**config.mk**
```make
export PLATFORM = sky130hd
export DESIGN_NAME = obc_ctrl
export DESIGN_NICKNAME = d
export VERILOG_FILES = /design/src/obc_pkg.sv /design/src/obc_ctrl.sv
export SDC_FILE = /design/constraint.sdc
export NUM_CORES = 1
export LEC_CHECK = 0
export ABC_AREA = 1
export BUFFER_PORTS_ARGS = -buffer_cell sky130_fd_sc_hd__buf_4
export CORE_ASPECT_RATIO = 1.4
export CORE_MARGIN = 2
export CORE_UTILIZATION = 57
export DETAILED_ROUTE_END_ITERATION = 10
export PLACE_DENSITY = 0.76
export SETUP_SLACK_MARGIN = 0.3
export SYNTH_ARGS = -nofsm -noshare
export SYNTH_HDL_FRONTEND = slang
export SYNTH_SLANG_ARGS = --single-unit
```
**constraint.sdc**
```tcl
create_clock -name i_clk -period 1.8 [get_ports i_clk]
set_clock_uncertainty 0.05 [all_clocks]
set_input_delay 0.27 -clock i_clk [delete_from_list [all_inputs] [get_ports i_clk]]
set_output_delay 0.27 -clock i_clk [all_outputs]
set_load 0.005 [all_outputs]
```
**src/obc_pkg.sv**
```systemverilog
// Shared package for the online bridge counter.
// Holds default parameters, field widths, edge kind codes and the command and status types.
// Depends on nothing.
`default_nettype none

package obc_pkg;

    localparam int DEF_MAX_VERTICES = 1024;
    localparam int DEF_STAMP_BITS   = 16;
    localparam int VTX_W            = 10;
    localparam int CNT_W            = 10;
    localparam int KIND_W           = 2;

    localparam logic [KIND_W-1:0] KIND_NONE   = 2'd0;
    localparam logic [KIND_W-1:0] KIND_BRIDGE = 2'd1;
    localparam logic [KIND_W-1:0] KIND_CYCLE  = 2'd2;

    typedef enum logic [5:0] {
        CMD_NOP, CMD_INIT, CMD_ACCEPT,
        CMD_ER_A, CMD_ER_B, CMD_ER_C, CMD_ER_D,
        CMD_FU, CMD_FV,
        CMD_C1, CMD_C2, CMD_C2B, CMD_C3, CMD_C4, CMD_C5, CMD_CU, CMD_CV,
        CMD_SZ1, CMD_SZ2,
        CMD_R1, CMD_R2, CMD_R3, CMD_R4, CMD_R5,
        CMD_J1, CMD_J2, CMD_J3,
        CMD_M0, CMD_MS, CMD_M1,
        CMD_MA0, CMD_MA1, CMD_MA2, CMD_MA3,
        CMD_MB0, CMD_MB1, CMD_MB2, CMD_MB3,
        CMD_MCHK,
        CMD_PA0, CMD_PA1, CMD_PB0, CMD_PB1,
        CMD_DONE
    } t_cmd;

    typedef struct packed {
        logic cond;
        logic out_free;
    } t_stat;

endpackage

`default_nettype wire

```
**src/obc_ctrl.sv**
```systemverilog
// Controller state machine of the online bridge counter.
// Sequences finds, component merges, rerooting and cycle walks; uses obc_pkg.
`default_nettype none

module obc_ctrl
    import obc_pkg::*;
(
    input  wire   i_clk,
    input  wire   i_rst_n,
    input  wire   i_in_valid,
    input  t_stat i_stat,
    output t_cmd  o_cmd,
    output logic  o_in_stall
);

    localparam logic [5:0] S_INIT = 6'd0,  S_IDLE = 6'd1,  S_ER_A = 6'd2,  S_ER_B = 6'd3;
    localparam logic [5:0] S_ER_C = 6'd4,  S_ER_D = 6'd5,  S_FU   = 6'd6,  S_FV   = 6'd7;
    localparam logic [5:0] S_C1   = 6'd8,  S_C2   = 6'd9,  S_C2B  = 6'd10, S_C3   = 6'd11;
    localparam logic [5:0] S_C4   = 6'd12, S_C5   = 6'd13, S_CU   = 6'd14, S_CV   = 6'd15;
    localparam logic [5:0] S_SZ1  = 6'd16, S_SZ2  = 6'd17, S_R1   = 6'd18, S_R2   = 6'd19;
    localparam logic [5:0] S_R3   = 6'd20, S_R4   = 6'd21, S_R5   = 6'd22, S_J1   = 6'd23;
    localparam logic [5:0] S_J2   = 6'd24, S_J3   = 6'd25, S_M0   = 6'd26, S_MS   = 6'd27;
    localparam logic [5:0] S_M1   = 6'd28, S_MA0  = 6'd29, S_MA1  = 6'd30, S_MA2  = 6'd31;
    localparam logic [5:0] S_MA3  = 6'd32, S_MB0  = 6'd33, S_MB1  = 6'd34, S_MB2  = 6'd35;
    localparam logic [5:0] S_MB3  = 6'd36, S_MCHK = 6'd37, S_PA0  = 6'd38, S_PA1  = 6'd39;
    localparam logic [5:0] S_PB0  = 6'd40, S_PB1  = 6'd41, S_DONE = 6'd42;

    logic [5:0] r_state, n_state;
    logic [5:0] r_ret, n_ret;
    logic [5:0] r_cret, n_cret;

    always_ff @(posedge i_clk) begin
        if (!i_rst_n) begin
            r_state <= S_INIT;
            r_ret   <= S_IDLE;
            r_cret  <= S_IDLE;
        end else begin
            r_state <= n_state;
            r_ret   <= n_ret;
            r_cret  <= n_cret;
        end
    end

    assign o_in_stall = (r_state != S_IDLE);

    always_comb begin
        n_state = r_state;
        n_ret   = r_ret;
        n_cret  = r_cret;
        o_cmd   = CMD_NOP;
        unique case (r_state)
            S_INIT: begin
                o_cmd = CMD_INIT;
                if (i_stat.cond) n_state = S_IDLE;
            end
            S_IDLE: begin
                if (i_in_valid) begin
                    o_cmd = CMD_ACCEPT;
                    if (i_stat.cond) begin
                        n_ret   = S_FU;
                        n_state = S_ER_A;
                    end else begin
                        n_state = S_DONE;
                    end
                end
            end
            S_ER_A: begin o_cmd = CMD_ER_A; n_state = S_ER_B; end
            S_ER_B: begin
                o_cmd   = CMD_ER_B;
                n_state = i_stat.cond ? S_ER_C : S_ER_A;
            end
            S_ER_C: begin
                o_cmd   = CMD_ER_C;
                n_state = i_stat.cond ? r_ret : S_ER_D;
            end
            S_ER_D: begin
                o_cmd   = CMD_ER_D;
                n_state = i_stat.cond ? r_ret : S_ER_C;
            end
            S_FU: begin
                o_cmd   = CMD_FU;
                n_ret   = S_FV;
                n_state = S_ER_A;
            end
            S_FV: begin
                o_cmd  = CMD_FV;
                n_cret = S_CU;
                n_state = i_stat.cond ? S_DONE : S_C1;
            end
            S_C1: begin o_cmd = CMD_C1; n_state = S_C2; end
            S_C2: begin
                o_cmd = CMD_C2;
                if (i_stat.cond) begin
                    n_state = S_C3;
                end else begin
                    n_ret   = S_C2B;
                    n_state = S_ER_A;
                end
            end
            S_C2B: begin o_cmd = CMD_C2B; n_state = S_C1; end
            S_C3: begin o_cmd = CMD_C3; n_state = S_C4; end
            S_C4: begin
                o_cmd = CMD_C4;
                if (i_stat.cond) begin
                    n_state = r_cret;
                end else begin
                    n_ret   = S_C5;
                    n_state = S_ER_A;
                end
            end
            S_C5: begin o_cmd = CMD_C5; n_state = S_C3; end
            S_CU: begin
                o_cmd   = CMD_CU;
                n_cret  = S_CV;
                n_state = S_C1;
            end
            S_CV: begin
                o_cmd   = CMD_CV;
                n_state = i_stat.cond ? S_M0 : S_SZ1;
            end
            S_SZ1: begin o_cmd = CMD_SZ1; n_state = S_SZ2; end
            S_SZ2: begin o_cmd = CMD_SZ2; n_state = S_R1; end
            S_R1: begin o_cmd = CMD_R1; n_state = S_R2; end
            S_R2: begin
                o_cmd = CMD_R2;
                if (i_stat.cond) begin
                    n_state = S_R3;
                end else begin
                    n_ret   = S_R3;
                    n_state = S_ER_A;
                end
            end
            S_R3: begin
                o_cmd   = CMD_R3;
                n_state = i_stat.cond ? S_R4 : S_R1;
            end
            S_R4: begin o_cmd = CMD_R4; n_state = S_R5; end
            S_R5: begin o_cmd = CMD_R5; n_state = S_J1; end
            S_J1: begin o_cmd = CMD_J1; n_state = S_J2; end
            S_J2: begin o_cmd = CMD_J2; n_state = S_J3; end
            S_J3: begin o_cmd = CMD_J3; n_state = S_DONE; end
            S_M0: begin
                o_cmd   = CMD_M0;
                n_state = i_stat.cond ? S_MS : S_M1;
            end
            S_MS: begin
                o_cmd = CMD_MS;
                if (i_stat.cond) n_state = S_M1;
            end
            S_M1: begin o_cmd = CMD_M1; n_state = S_MA0; end
            S_MA0: begin
                o_cmd = CMD_MA0;
                if (i_stat.cond) begin
                    n_state = S_MB0;
                end else begin
                    n_ret   = S_MA1;
                    n_state = S_ER_A;
                end
            end
            S_MA1: begin o_cmd = CMD_MA1; n_state = S_MA2; end
            S_MA2: begin
                o_cmd   = CMD_MA2;
                n_state = i_stat.cond ? S_PA0 : S_MA3;
            end
            S_MA3: begin o_cmd = CMD_MA3; n_state = S_MB0; end
            S_MB0: begin
                o_cmd = CMD_MB0;
                if (i_stat.cond) begin
                    n_state = S_MCHK;
                end else begin
                    n_ret   = S_MB1;
                    n_state = S_ER_A;
                end
            end
            S_MB1: begin o_cmd = CMD_MB1; n_state = S_MB2; end
            S_MB2: begin
                o_cmd   = CMD_MB2;
                n_state = i_stat.cond ? S_PA0 : S_MB3;
            end
            S_MB3: begin o_cmd = CMD_MB3; n_state = S_MCHK; end
            S_MCHK: begin
                o_cmd   = CMD_MCHK;
                n_state = i_stat.cond ? S_DONE : S_MA0;
            end
            S_PA0: begin
                o_cmd   = CMD_PA0;
                n_state = i_stat.cond ? S_PB0 : S_PA1;
            end
            S_PA1: begin
                o_cmd   = CMD_PA1;
                n_state = i_stat.cond ? S_PB0 : S_PA0;
            end
            S_PB0: begin
                o_cmd   = CMD_PB0;
                n_state = i_stat.cond ? S_DONE : S_PB1;
            end
            S_PB1: begin
                o_cmd   = CMD_PB1;
                n_state = i_stat.cond ? S_DONE : S_PB0;
            end
            S_DONE: begin
                o_cmd = CMD_DONE;
                if (i_stat.out_free) n_state = S_IDLE;
            end
            default: begin
                n_state = S_INIT;
            end
        endcase
    end

endmodule

`default_nettype wire

```
==> results of run 1 <==
cells by family after synthesis:
logic type	count (synthesis)
and+or+nand+nor	232
buffers and inverters	39
AOI/OAI and AO/OA	33
DFF	14
through the flow:
| step | cell area [µm²] | hold slack [ps] | TNS (ps) |
|---|---|---|---|
| after CTS | 2640 | 227 | -744 |
| after detailed placement | 2090 | 411 | -199 |
| after global placement | 2090 | 390 | -221 |
| after floorplan | 1650 | 304 | 0 |
layer usage:
metal  global-route usage [%]  GRT overflow
met1                     68.7             0
met3                     38.9             1
met5                     3.33             0
met4                     78.8            12
met2                     94.3            11
timing repair:
item                                   in CTS
cloned                                      1
setup endpoints to repair                  19
setup buffers                              14
pin swaps                                  28
gates resized for setup                   110
endpoints found under the hold margin       0
hold buffers                                0
==> results.ini, run 1 <==
[run_status]
status = did not finish
lastStage = global routing (5_1_grt)
error_message = [ERROR GRT-0116] Global routing finished with congestion. Check the congestion regions in the DRC Viewer.

[synthesis]
ys_seq_elements = 14
syn-num-nets = 323
synthAdderAreaFrac_pct = 0
synthTopCellsByArea = nand2_1 (26%), dfxtp_1 (17%), nor2_1 (13%), nand3_1 (9.1%), inv_1 (5.5%)
synth_compound_area_share_pct = 11.3
yosys.area.top_type = nand2_1
yosys_warnings = 0
ys_types = 31
synth_simple_gate_area_share_pct = 62.1
synth_area_mm2 = 0.00164
yosysSeqAreaShare_pct = 17.1
synth-main-ff-cell = dfxtp_1
synth_top_area_share_pct = 25.8
synth_top_family_by_area = simple AND/OR/NAND/NOR gates
synthCells = 318
syn_avg_cell_area_um2 = 5.17
synth_common_cells = nand2_1 (113), nor2_1 (57), nand3_1 (30), inv_1 (24), a21oi_1 (15)
synthMuxAreaShare_pct = 0
ys_async_sr_fraction_pct = 0
synth_edf_count = 0
synth_most_common_cell = nand2_1
synth_xor_area_share_pct = 0

[global_route]
grt_pass1_vias = 3390
grt_start_max_net_pins = 16
grtUsageTotal_pct = 69.0
grt_pass1_wl_um = 17600
globalRouteOverflowTotal = 24

[cts]
clock-root-buffer = clkbuf_8
cts_sinks = 14
ctsLongestPathBuffers = 2
h-tree-depth = 1
numCtsBuffers = 3

[place]
gp_congestion = 1.19
hpwl_um = 5410
io_buffers = 11
pre_cts_ws_ps = -79.1
post-place-cells = 399

[die]
fp-row-count = 23
initial_utilization_pct = 58.9
die_w_um = 49.4
ios = 12
die_h_um = 67.5

==> run 2, diff against run 1 <==
--- a/config.mk
+++ b/config.mk
@@ -7,12 +7,10 @@
 export LEC_CHECK = 0
 export ABC_AREA = 1
 export BUFFER_PORTS_ARGS = -buffer_cell sky130_fd_sc_hd__buf_4
-export CORE_ASPECT_RATIO = 1.4
 export CORE_MARGIN = 2
-export CORE_UTILIZATION = 57
+export CORE_UTILIZATION = 40
 export DETAILED_ROUTE_END_ITERATION = 10
-export PLACE_DENSITY = 0.76
-export SETUP_SLACK_MARGIN = 0.3
+export PLACE_DENSITY_LB_ADDON = 0.15
 export SYNTH_ARGS = -nofsm -noshare
 export SYNTH_HDL_FRONTEND = slang
 export SYNTH_SLANG_ARGS = --single-unit
==> run 2 against run 1 <==
The flow now finishes, with violations (setup timing). Synthesized cell count unchanged. Area after synthesis unchanged.
==> results.ini, run 2 <==
[run_status]
status = finished with violations
failed_checks = setup timing

[global_route]
grt_pass1_wl_um = 13000
globalRouteOverflowTotal = 0
antenna_found_initial = 0
grtUsageTotal_pct = 38.3
grt_start_max_net_pins = 22
grt_pass1_vias = 2638

[sta]
hold_violations = 0
worst_pin_slew_ps = 476
fmax_mhz = 469
slew_headroom_pct = 68.0
fin_crit_ps = 2130
layout_setup_ws_ps = -331
min_period_over_period_pct = 118
rsz0062_at_grt = true
slew_viol_final = 0
finalSetupViolCount = 17

[power]
power.density_mw_per_mm2 = 1180
power_switching_mw = 1.89
clkPwrFrac_pct = 8.4
vdd_drop_max_mv = 0.849
internal_power_mw = 1.87
switching_share_pct = 50.4
p_comb_share_pct = 79.0
power_leakage_nw = 1.70
seq_power_share_pct = 12.6

[die]
die-area_mm2 = 0.00464
die_w_um = 68.1
initial_utilization_pct = 41.4
die_h_um = 68.1
ios = 12
fp-row-count = 23
core_mm2 = 0.00397

[finish]
reg_top3 = r_ret: 6 flops, r_state: 6 flops, r_cret: 2 flops
final_net_count = 420
drive_gt1_share_pct = 54.8
seq_area_um2 = 300
multi_input_area_mm2 = 0.00179
layout_common_cells = buf_4 (73), nand2_1 (69), nor2_1 (38), nand2_2 (28), nand3_1 (19)
antennaDiodeCount = 0
final_common_cell = buf_4
area_delta_synth_final_pct = 93.5
fillerInstances = 248
fin_util_pct = 80.1

[synthesis]
syn_avg_cell_area_um2 = 5.17
synthTopCellsByArea = nand2_1 (26%), dfxtp_1 (17%), nor2_1 (13%), nand3_1 (9.1%), inv_1 (5.5%)
ys_seq_elements = 14
synth-main-ff-cell = dfxtp_1
synth_area_mm2 = 0.00164
yosys.area.top_type = nand2_1
ys_types = 31
synth_edf_count = 0
synth_common_cells = nand2_1 (113), nor2_1 (57), nand3_1 (30), inv_1 (24), a21oi_1 (15)
synth_most_common_cell = nand2_1
yosys_warnings = 0
yosysSeqAreaShare_pct = 17.1
ys_async_sr_fraction_pct = 0
syn-num-nets = 323
synthCells = 318
synth_top_area_share_pct = 25.8

[setup_path]
r2r_slack_ps = -250
crit_type = flip-flop to output port
arrival_ps = 1810
required_ps = 1480
end_kind = output port
critPathMaxFanout = 5
critPathLaunchType = flip-flop

[route]
first_iter_violations = 512
remaining_drc_errors = 0
avgViaCountPerCell = 6.33
dr_total_vias = 2939
drt_wl_total_um = 9960
first_pass_iters = 8
ant_nets = 0
wl_per_cell_um = 21.5

[place]
io_buffers = 11
pre_cts_ws_ps = -283
hpwl_um = 5370
gp_congestion = 1.05

[hold_path]
min_path_type = input pin to flip-flop

[flow_run]
cap_violations = 0

[cts]
h-tree-depth = 1
cts_tree = built
cts.clk_slew.worst_paths_ps = 60
clock_latency_ps = 250
cts_sinks = 14
ctsLongestPathBuffers = 2
clock-root-buffer = clkbuf_8
numCtsBuffers = 3
holdBufCountCts = 0

[run 2: power by group through the flow]
stage / clock network (mW) / logic, mW / registers, mW
after floorplan: 0 / 0.888 / 0.448
after detailed placement: 0 / 1.67 / 0.444
after global placement: 0 / 1.69 / 0.441
after CTS: 0.317 / 2.22 / 0.464
final: 0.315 / 2.97 / 0.475
after global routing: 0.336 / 3.07 / 0.477
[run 2: cells by family after synthesis]
group	after synthesis	synth area share [%]
AOI/OAI and AO/OA	33	11.3
buffers and inverters	39	9.44
DFF	14	17.1
and+or+nand+nor	232	62.1
[run 2: cell type report]
type	count	share of cell area, %
Clock buffer	4	1.73
Inverter	34	4.64
Multi-Input combinational cell	267	56.2
Sequential cell	14	9.45
Tap cell	50	1.97
Timing Repair Buffer	95	26.0
[run 2: repair_timing]
| item | in CTS | in global routing |
|---|---|---|
| buffers inserted | 24 | 9 |
| cloned | 1 | 1 |
| pin swaps | 38 | 21 |
| endpoints found under the setup margin | 17 | 19 |
| resized for setup | 117 | 67 |
[run 2: critical path, cell delays in order (launching register included)]
cell and delay [ps]:
dfxtp_4 360, inv_2 90, nor2_4 70, buf_6 140
nand3_2 110, nand2_4 90, nor2_4 160, inv_1 90
nor2_2 170, nand4_1 130, buf_4 160
[run 2: final timing paths]
check / from / end / depth (start not counted)
worst min register to register: r_cret[0]$_SDFFE_PN1P_ / r_cret[0]$_SDFFE_PN1P_ / 2
worst min-delay path: i_rst_n / r_cret[0]$_SDFFE_PN1P_ / 2
worst max-delay path: r_state[4]$_SDFFE_PN0P_ / o_cmd[2] / 10
worst max register to register: r_state[1]$_SDFFE_PN0P_ / r_state[3]$_SDFFE_PN0P_ / 13
[run 2: routing by layer]
layer / vias up / wire (µm) / track usage [%]
met4: 0 / 821 / 27.0
li1: 1228 / - / -
met3: 97 / 1240 / 7.73
met2: 293 / 4340 / 61.0
met5: - / 0 / 0
met1: 1321 / 3560 / 45.8
[run 2: metrics by stage]
stage / cell area, µm² / TNS [ps] / hold WS, ps / std cells / total power, mW
final: 3180 / -2510 / 219 / 464 / 3.76
after global routing: 3180 / -3570 / 229 / 464 / 3.88
after CTS: 2840 / -907 / 208 / 455 / 3.00
after detailed placement: 2190 / -856 / 398 / 429 / 2.12
after global placement: 2190 / -993 / 392 / 429 / 2.13
after floorplan: 1640 / 0 / 304 / 318 / 1.34
Power figures use the tool's default switching activity.
